**src/rtl/gpio_pkg.sv**
```systemverilog
package gpio_pkg;

    localparam int NUM_BANKS        = 2;
    localparam int PINS_PER_BANK    = 32;
    localparam int DEBOUNCE_SAMPLES = 3;

    localparam int DATA_W = 32;
    localparam int PIN_W  = 64;
    localparam int CNT_W  = 2;

    typedef logic [PINS_PER_BANK-1:0] t_pins;

    typedef enum logic [1:0] {
        CMD_TICK  = 2'd0,
        CMD_READ  = 2'd1,
        CMD_WRITE = 2'd2
    } t_cmd;

    typedef enum logic [3:0] {
        REG_DATA     = 4'd0,
        REG_DIR      = 4'd1,
        REG_INTEN    = 4'd2,
        REG_MASK     = 4'd3,
        REG_TYPE     = 4'd4,
        REG_POL      = 4'd5,
        REG_DEBOUNCE = 4'd6,
        REG_STATUS   = 4'd7,
        REG_EXTPORT  = 4'd8,
        REG_EOI      = 4'd9
    } t_reg_idx;

    typedef struct packed {
        logic       tick;
        logic       wr;
        logic [3:0] idx;
        t_pins      wdata;
        t_pins      pins;
    } t_bank_req;

    typedef struct packed {
        t_pins rdata;
        t_pins out_level;
        t_pins drive_dir;
        logic  irq;
    } t_bank_view;

    typedef struct packed {
        logic [DATA_W-1:0] read_data;
        logic [PIN_W-1:0]  pins_out;
        logic [PIN_W-1:0]  pins_drive_enable;
        logic              irq;
        logic              access_error;
    } t_result;

endpackage

```
**src/rtl/gpio_bank.sv**
```systemverilog
module gpio_bank
    import gpio_pkg::*;
(
    input  logic       i_clk,
    input  logic       i_rst_n,
    input  t_bank_req  i_req,
    output t_bank_view o_view
);

    localparam logic [CNT_W-1:0] DB_LIMIT = CNT_W'(DEBOUNCE_SAMPLES);

    t_pins r_out, r_dir, r_ien, r_mask, r_type, r_pol, r_deb, r_edge, r_filt;
    t_pins n_out, n_dir, n_ien, n_mask, n_type, n_pol, n_deb, n_edge, n_filt;
    logic [CNT_W-1:0] r_cnt [PINS_PER_BANK];
    logic [CNT_W-1:0] n_cnt [PINS_PER_BANK];

    function automatic t_pins masked_status(t_pins ien, t_pins dir, t_pins typ,
                                            t_pins filt, t_pins pol, t_pins edg,
                                            t_pins msk);
        t_pins lvl;
        lvl = ~typ & ~(filt ^ pol);
        return (lvl | (typ & edg)) & ien & ~dir & ~msk;
    endfunction

    always_comb begin
        logic [CNT_W-1:0] cnt_inc;
        t_pins            hit;
        n_out  = r_out;
        n_dir  = r_dir;
        n_ien  = r_ien;
        n_mask = r_mask;
        n_type = r_type;
        n_pol  = r_pol;
        n_deb  = r_deb;
        n_edge = r_edge;
        n_filt = r_filt;
        n_cnt  = r_cnt;
        cnt_inc = '0;
        hit     = '0;
        if (i_req.tick) begin
            // per pin debounce: adopt the sample at once, or after enough disagreeing ticks
            for (int i = 0; i < PINS_PER_BANK; i++) begin
                cnt_inc = r_cnt[i] + CNT_W'(1);
                if (!r_deb[i] || (i_req.pins[i] == r_filt[i])) begin
                    n_cnt[i]  = '0;
                    n_filt[i] = i_req.pins[i];
                end else if (cnt_inc >= DB_LIMIT) begin
                    n_cnt[i]  = '0;
                    n_filt[i] = i_req.pins[i];
                end else begin
                    n_cnt[i]  = cnt_inc;
                end
            end
            hit    = (r_pol & n_filt & ~r_filt) | (~r_pol & r_filt & ~n_filt);
            n_edge = r_edge | (hit & r_type & r_ien & ~r_dir);
        end else if (i_req.wr) begin
            case (t_reg_idx'(i_req.idx))
                REG_DATA:     n_out  = i_req.wdata;
                REG_DIR:      n_dir  = i_req.wdata;
                REG_INTEN: begin
                    n_ien  = i_req.wdata;
                    n_edge = r_edge & i_req.wdata;
                end
                REG_MASK:     n_mask = i_req.wdata;
                REG_TYPE:     n_type = i_req.wdata;
                REG_POL:      n_pol  = i_req.wdata;
                REG_DEBOUNCE: n_deb  = i_req.wdata;
                REG_EOI:      n_edge = r_edge & ~i_req.wdata;
                default:      ;
            endcase
        end
    end

    always_comb begin
        case (t_reg_idx'(i_req.idx))
            REG_DATA:     o_view.rdata = r_out;
            REG_DIR:      o_view.rdata = r_dir;
            REG_INTEN:    o_view.rdata = r_ien;
            REG_MASK:     o_view.rdata = r_mask;
            REG_TYPE:     o_view.rdata = r_type;
            REG_POL:      o_view.rdata = r_pol;
            REG_DEBOUNCE: o_view.rdata = r_deb;
            REG_STATUS:   o_view.rdata = masked_status(r_ien, r_dir, r_type, r_filt,
                                                       r_pol, r_edge, r_mask);
            REG_EXTPORT:  o_view.rdata = r_filt;
            default:      o_view.rdata = '0;
        endcase
        o_view.out_level = n_out;
        o_view.drive_dir = n_dir;
        o_view.irq       = |masked_status(n_ien, n_dir, n_type, n_filt,
                                          n_pol, n_edge, n_mask);
    end

    always_ff @(posedge i_clk) begin
        if (!i_rst_n) begin
            r_out  <= '0;
            r_dir  <= '0;
            r_ien  <= '0;
            r_mask <= '0;
            r_type <= '0;
            r_pol  <= '0;
            r_deb  <= '0;
            r_edge <= '0;
            r_filt <= '0;
            for (int i = 0; i < PINS_PER_BANK; i++) begin
                r_cnt[i] <= '0;
            end
        end else begin
            r_out  <= n_out;
            r_dir  <= n_dir;
            r_ien  <= n_ien;
            r_mask <= n_mask;
            r_type <= n_type;
            r_pol  <= n_pol;
            r_deb  <= n_deb;
            r_edge <= n_edge;
            r_filt <= n_filt;
            r_cnt  <= n_cnt;
        end
    end

endmodule

```
**src/rtl/gpio_obuf.sv**
```systemverilog
module gpio_obuf
    import gpio_pkg::*;
(
    input  logic    i_clk,
    input  logic    i_rst_n,
    input  logic    i_push,
    input  t_result i_data,
    output logic    o_space,
    output logic    o_valid,
    input  logic    i_ready,
    output t_result o_data
);

    logic    r_main_v, r_skid_v;
    t_result r_main, r_skid;

    // skid entry takes a result while the head waits; space only when it is free
    assign o_space = !r_skid_v;
    assign o_valid = r_main_v;
    assign o_data  = r_main;

    always_ff @(posedge i_clk) begin
        if (!i_rst_n) begin
            r_main_v <= 1'b0;
            r_skid_v <= 1'b0;
        end else if (!r_main_v || i_ready) begin
            r_main_v <= r_skid_v || i_push;
            r_skid_v <= 1'b0;
        end else if (i_push) begin
            r_skid_v <= 1'b1;
        end
    end

    always_ff @(posedge i_clk) begin
        if (!r_main_v || i_ready) begin
            r_main <= r_skid_v ? r_skid : i_data;
        end else if (i_push) begin
            r_skid <= i_data;
        end
    end

endmodule

```
**src/rtl/gpio_controller_with_interrupts.sv**
```systemverilog
// Two-bank GPIO controller with level and edge interrupts, 32 pins per bank.
//
// Request channel (i_valid / o_ready): i_command selects a pin sample tick,
// a register read or a register write; i_bank and i_reg_index address the
// register, i_write_data carries write data and i_pins_in the pin levels of
// a tick (pin i of bank b on bit b*32+i).
// Result channel (o_valid / i_ready): exactly one result per request with the
// read data, the driven levels and drive enables of all pins, irq (OR of the
// masked interrupt status after the request) and access_error.
//
// The controller registers update and the result is captured on the edge
// that accepts the request. While o_ready is high, one request per cycle is
// sustained; the bank register update and a two-entry result buffer set that.
// When the receiver stalls, the buffer holds up to two results and o_ready
// drops only once both entries are full; nothing is lost or repeated.
// Reset (synchronous, active low) clears every register to zero: all pins are
// inputs, level sensitive, active low, interrupts disabled, buffer empty.
module gpio_controller_with_interrupts
    import gpio_pkg::*;
(
    input  logic                    i_clk,
    input  logic                    i_rst_n,
    input  logic                    i_valid,
    output logic                    o_ready,
    input  logic [1:0]              i_command,
    input  logic                    i_bank,
    input  logic [3:0]              i_reg_index,
    input  logic [DATA_W-1:0]       i_write_data,
    input  logic [PIN_W-1:0]        i_pins_in,
    output logic                    o_valid,
    input  logic                    i_ready,
    output logic [DATA_W-1:0]       o_read_data,
    output logic [PIN_W-1:0]        o_pins_out,
    output logic [PIN_W-1:0]        o_pins_drive_enable,
    output logic                    o_irq,
    output logic                    o_access_error
);

    logic       w_accept;
    logic       w_tick, w_read, w_write;
    logic       w_bank_ok;
    logic       w_err;
    t_pins      w_bank_pins [NUM_BANKS];
    t_bank_req  w_req       [NUM_BANKS];
    t_bank_view w_view      [NUM_BANKS];
    logic [DATA_W-1:0] w_rdata;
    logic [PIN_W-1:0]  w_pins_out;
    logic [PIN_W-1:0]  w_pins_de;
    logic              w_irq;
    t_result    w_res;
    t_result    w_out;

    assign w_accept  = i_valid && o_ready;
    assign w_tick    = (i_command == CMD_TICK);
    assign w_read    = (i_command == CMD_READ);
    assign w_write   = (i_command == CMD_WRITE);
    assign w_bank_ok = (32'(i_bank) < 32'(NUM_BANKS));

    // decode the access: ticks never fail, reserved command and bad index do
    always_comb begin
        if (w_tick) begin
            w_err = 1'b0;
        end else if (!(w_read || w_write) || !w_bank_ok) begin
            w_err = 1'b1;
        end else begin
            case (t_reg_idx'(i_reg_index))
                REG_DATA, REG_DIR, REG_INTEN, REG_MASK,
                REG_TYPE, REG_POL, REG_DEBOUNCE:  w_err = 1'b0;
                REG_STATUS, REG_EXTPORT:          w_err = w_write;
                REG_EOI:                          w_err = w_read;
                default:                          w_err = 1'b1;
            endcase
        end
    end

    // split the sampled pins per bank; pins beyond the 64-bit port read low
    for (genvar b = 0; b < NUM_BANKS; b++) begin : g_bank
        for (genvar i = 0; i < PINS_PER_BANK; i++) begin : g_pin
            if (b * PINS_PER_BANK + i < PIN_W) begin : g_map
                assign w_bank_pins[b][i]               = i_pins_in[b*PINS_PER_BANK+i];
                assign w_pins_out[b*PINS_PER_BANK+i]   = w_view[b].out_level[i];
                assign w_pins_de[b*PINS_PER_BANK+i]    = w_view[b].drive_dir[i];
            end else begin : g_none
                assign w_bank_pins[b][i] = 1'b0;
            end
        end

        assign w_req[b].tick  = w_accept && w_tick;
        assign w_req[b].wr    = w_accept && w_write && !w_err && (32'(i_bank) == b);
        assign w_req[b].idx   = i_reg_index;
        assign w_req[b].wdata = i_write_data[PINS_PER_BANK-1:0];
        assign w_req[b].pins  = w_bank_pins[b];

        gpio_bank u_bank (
            .i_clk   (i_clk),
            .i_rst_n (i_rst_n),
            .i_req   (w_req[b]),
            .o_view  (w_view[b])
        );
    end

    // tie off port bits that no bank reaches
    if (NUM_BANKS * PINS_PER_BANK < PIN_W) begin : g_pad
        assign w_pins_out[PIN_W-1:NUM_BANKS*PINS_PER_BANK] = '0;
        assign w_pins_de[PIN_W-1:NUM_BANKS*PINS_PER_BANK]  = '0;
    end

    // read data of the addressed bank, zero for ticks, writes and errors; irq ORs all banks
    always_comb begin
        w_rdata = '0;
        w_irq   = 1'b0;
        for (int b = 0; b < NUM_BANKS; b++) begin
            if (w_read && !w_err && (32'(i_bank) == b)) begin
                w_rdata = DATA_W'(w_view[b].rdata);
            end
            w_irq = w_irq | w_view[b].irq;
        end
    end

    assign w_res = '{read_data:         w_rdata,
                     pins_out:          w_pins_out,
                     pins_drive_enable: w_pins_de,
                     irq:               w_irq,
                     access_error:      w_err};

    gpio_obuf u_obuf (
        .i_clk   (i_clk),
        .i_rst_n (i_rst_n),
        .i_push  (w_accept),
        .i_data  (w_res),
        .o_space (o_ready),
        .o_valid (o_valid),
        .i_ready (i_ready),
        .o_data  (w_out)
    );

    assign o_read_data         = w_out.read_data;
    assign o_pins_out          = w_out.pins_out;
    assign o_pins_drive_enable = w_out.pins_drive_enable;
    assign o_irq               = w_out.irq;
    assign o_access_error      = w_out.access_error;

endmodule

```
**config.mk**
```make
export PLATFORM = sky130hd
export DESIGN_NAME = gpio_controller_with_interrupts
export DESIGN_NICKNAME = d
export VERILOG_FILES = /design/src/rtl/gpio_pkg.sv /design/src/rtl/gpio_bank.sv /design/src/rtl/gpio_obuf.sv /design/src/rtl/gpio_controller_with_interrupts.sv
export SDC_FILE = /design/constraint.sdc
export NUM_CORES = 2
export LEC_CHECK = 0
export BUFFER_PORTS_ARGS = -buffer_cell sky130_fd_sc_hd__buf_2
export CAP_MARGIN = 0
export CORE_ASPECT_RATIO = 1.2
export CORE_MARGIN = 1
export CORE_UTILIZATION = 45
export DETAILED_ROUTE_END_ITERATION = 6
export RECOVER_POWER = 50
export SYNTH_ARGS = -nofsm -noshare
export SYNTH_HDL_FRONTEND = slang
export SYNTH_SLANG_ARGS = --single-unit
```
**constraint.sdc**
```tcl
create_clock -name i_clk -period 32 [get_ports i_clk]
set_clock_uncertainty 0.15 [all_clocks]
set_input_delay 4.8 -clock i_clk [delete_from_list [all_inputs] [get_ports i_clk]]
set_output_delay 4.8 -clock i_clk [all_outputs]
set_load 0.1 [all_outputs]
```
==> impl_results.md <==
- Run status: finished, violations left
- Failing checks: design-rule violations, max-capacitance violations, max-slew violations
- Critical path class: primary input to register
- Routability-driven placement congestion ratio: 1.02
- Power Internal: 2170 µW
- EDFF count, synth: 324
- Pin count of the biggest net entering global routing: 159
- Setup violations, final: 0
- Final worst-path cycle share: 52.4%
- Setup Slack @ Placement: 21.92 ns
- Avg Synthesized Cell Area: 9.54 µm²
- Port buffer count: 270
- Clock sink count: 1030
- Clock Tree Root: clkbuf_16
- Commonest cells post-synth: dfxtp_1, nand2_1, nor2_1, mux2i_1, a21oi_1
- I/O pin count: 271
- Maximum vdd drop: 0.0438 mV
- Synth area leaders: dfxtp_1, edfxtp_1, mux2i_1
- CTS Buf Count: 110
- Routed wire length: 209 mm
- Largest area contributor in the netlist: dfxtp_1
- Congestion Overflow GR: 0
- Post-DP Area: 53300 µm²
- Fin cells: 7025
- Worst r2r src: u_obuf.o_valid
- Post-Syn Area: 50700 µm²
- Post-CTS Repair Setup Buffers: 0
- Worst path bufs/invs: 4
- Lkg Pwr: 0.0210 µW
- Vias per inst: 6.29
- Fin. Hold Viols: 0
- Hold buffers post-CTS: 0
- Antenna Nets Post-Route: 0
- Starting Density: 45.5%
- Cell variety after synth: 92
- Top-area cell type share of the netlist area: 27.9%
- Std-Cell Rows: 134
- R2R depth: 3
- Fill cells: 10400
- Async set-reset flop share out of synthesis: 0%
- Syn nets: 5492
- First DRT Iteration DRCs: 5324
- Worst hold path class: register to register
- Worst hold path depth: 2
- Final instance area: 56800 µm²
- R2R setup slack: 22.21 ns
- Layout cell share with drive strength beyond 1: 11.8%
- Max FO, Critical Path: 123
- Placed insts: 6803
- Post-cts sizing count: 0
- H-tree Lvls: 3
- Tightest Pin Transition: 9.71 ns
- First-pass GRT wire length: 293 mm
- DR pass1 iterations: 7
- Rel. slew slack: -547%
- Clk pwr share: 45.0%
- Worst-Skew Late Latency: 0.75 ns
- Most Frequent Cell on Critical Path: clkbuf_1
- Combinational fraction of design power: 8.5%
- Final period demand of the worst path: 16.76 ns
- Critical path's top delay family: buffers and inverters
- YS warnings: 0
- Power per Cell Area: 52.3 nW/µm²
- Setup TNS: 0 ns
- Die area: 114000 µm²
- WP data required: 32.51 ns
- Area grow syn2layout: 11.9%
- Slew Viols, Final: 1016
- Core Util, Final: 50.9%
- Setup crit end: g_bank[0].u_bank.r_edge[22]
- GRT Overall Usage: 35.7%
- Yosys reg bits: 1030
- Stages on worst setup path: 5
- Slowest Stage Delay on Critical Path: 5.44 ns
- CP Capture Type: register
- Sw Pwr: 798 µW
- Reg-to-reg critical path endpoint: u_obuf.r_skid[32]
- Clk buf depth: 3
- RSZ-0062 raised after global routing: no
- Sequential power share: 46.5%
- Core area: 111000 µm²
- Mapped Cells: 5318
- Final net count: 5594
- DRC: 14
- Sw frac: 26.9%
- Slowest CP cell: clkinvlp_2
- Via Count: 44200
- Die Width: 309 µm
- Critical-path cell list: clkbuf_1, clkinvlp_2, clkbuf_1, buf_4, nor4_1
- CTS tree: built
- Setup ws final: 15.24 ns
- Initial antenna violation count: 29
- # Max-Cap Violations: 14
- Post-synthesis sequential area ratio: 47.0%
- CP Data Arrival Time: 17.27 ns
- Most common cell in the synthesized netlist: dfxtp_1
- CP Launch Type: primary input
- Worst setup startpoint: i_rst_n
- Max Fclk: 59.7 MHz
- CTS clk-pin slew, worst paths: 0.06 ns
- Vias in the first global route: 41300
- Top_reg_cell synth: dfxtp_1
- Drt wl/cell: 29.7 µm
- Dpl hpwl: 140 mm
- Die Y: 370 µm
-- routing by layer --
metal	wire length [µm]	vias to the layer above	track usage [%]
met5	34	-	0
met4	23200	6	33.6
met3	20500	741	7.45
met2	90200	2508	54.4
met1	74800	21400	41.8
li1	-	19500	-
-- cell families (layout without fill, tap and decap cells) --
group,count (synthesis),count (layout),share of synthesized area [%]
simple gates,1856,1856,17.7
compound gates,1127,1127,15.1
xor+xnor,128,128,2.21
fa+ha+maj,67,67,1.65
buf+inv,520,715,4.05
flops,1030,1030,47.0
other cells,0,16,0
mux,590,590,12.2
-- worst register-to-register path, stage by stage (launching register included) --
cell      delay (ns)
dfxtp_1         0.35
nand2b_1        0.73
nor3b_1         0.92
clkbuf_1        6.73
-- layout make-up --
type	instances	area (µm²)	share of cell area, %
multi-input combinational	3768	24900	43.8
sequential	1030	23900	42.0
clock buffer	141	2990	5.26
tap	1496	1870	3.30
timing repair buffer	365	1820	3.21
clock inverter	64	790	1.39
inverter	145	547	0.963
antenna	16	40.0	0.0705
-- metrics by stage --
step / total power, µW / hold slack [ns]
after floorplan: 1580 / 0.294
after global placement: 1660 / 0.308
after detailed placement: 1660 / 0.319
after CTS: 2980 / 0.327
after global routing: 3040 / 0.345
final: 2970 / 0.332
-- flip-flops by register name, indices dropped and copies added, names as in the netlist --
name                  flops
g_bank.u_bank.r_edge     64
g_bank.u_bank.r_cnt     128
g_bank.u_bank.r_pol      64
u_obuf.r_skid           162
u_obuf.r_skid_v           1
g_bank.u_bank.r_dir      64
u_obuf.o_valid            1
g_bank.u_bank.r_ien      64
g_bank.u_bank.r_out      64
g_bank.u_bank.r_type     64
g_bank.u_bank.r_deb      64
g_bank.u_bank.r_mask     64
u_obuf.o_data           162
g_bank.u_bank.r_filt     64
-- power by group through the flow --
stage | combinational [µW] | clock [µW] | sequential [µW]
after floorplan | 84.7 | 0 | 1500
after global placement | 252 | 0 | 1410
after detailed placement | 252 | 0 | 1410
after CTS | 252 | 1350 | 1380
after global routing | 259 | 1400 | 1380
final | 254 | 1340 | 1380
-- how the worst min path moves through the flow --
stage	from	endpoint
global route	g_bank[0].u_bank.r_edge[10]	g_bank[0].u_bank.r_edge[10]
finish	g_bank[0].u_bank.r_pol[15]	g_bank[0].u_bank.r_pol[15]
detailed placement	g_bank[0].u_bank.r_edge[9]	g_bank[0].u_bank.r_edge[9]
CTS	g_bank[0].u_bank.r_pol[15]	g_bank[0].u_bank.r_pol[15]
global placement	g_bank[0].u_bank.r_pol[15]	g_bank[0].u_bank.r_pol[15]
floorplan	g_bank[0].u_bank.r_pol[15]	g_bank[0].u_bank.r_pol[15]
-- placed cells by master (no fill, tap or decap), drive strengths merged, types with 16 or more instances in the layout --
master,n
a211oi,85
nand3,114
nor3,34
buf,187
nand3b,18
inv,141
o22ai,33
dfxtp,706
clkinv,43
nor4b,79
ha,67
nor4,56
mux2,236
xnor2,97
nand2b,101
nor2,504
a221oi,33
and2,161
a21oi,334
diode,16
a22oi,231
o211ai,20
edfxtp,324
a222oi,68
and3,23
mux2i,354
a21bo,16
xor2,31
nand2,672
o21ai,116
clkbuf,319
a31oi,38
o41ai,43
Power figures use the tool's default switching activity.
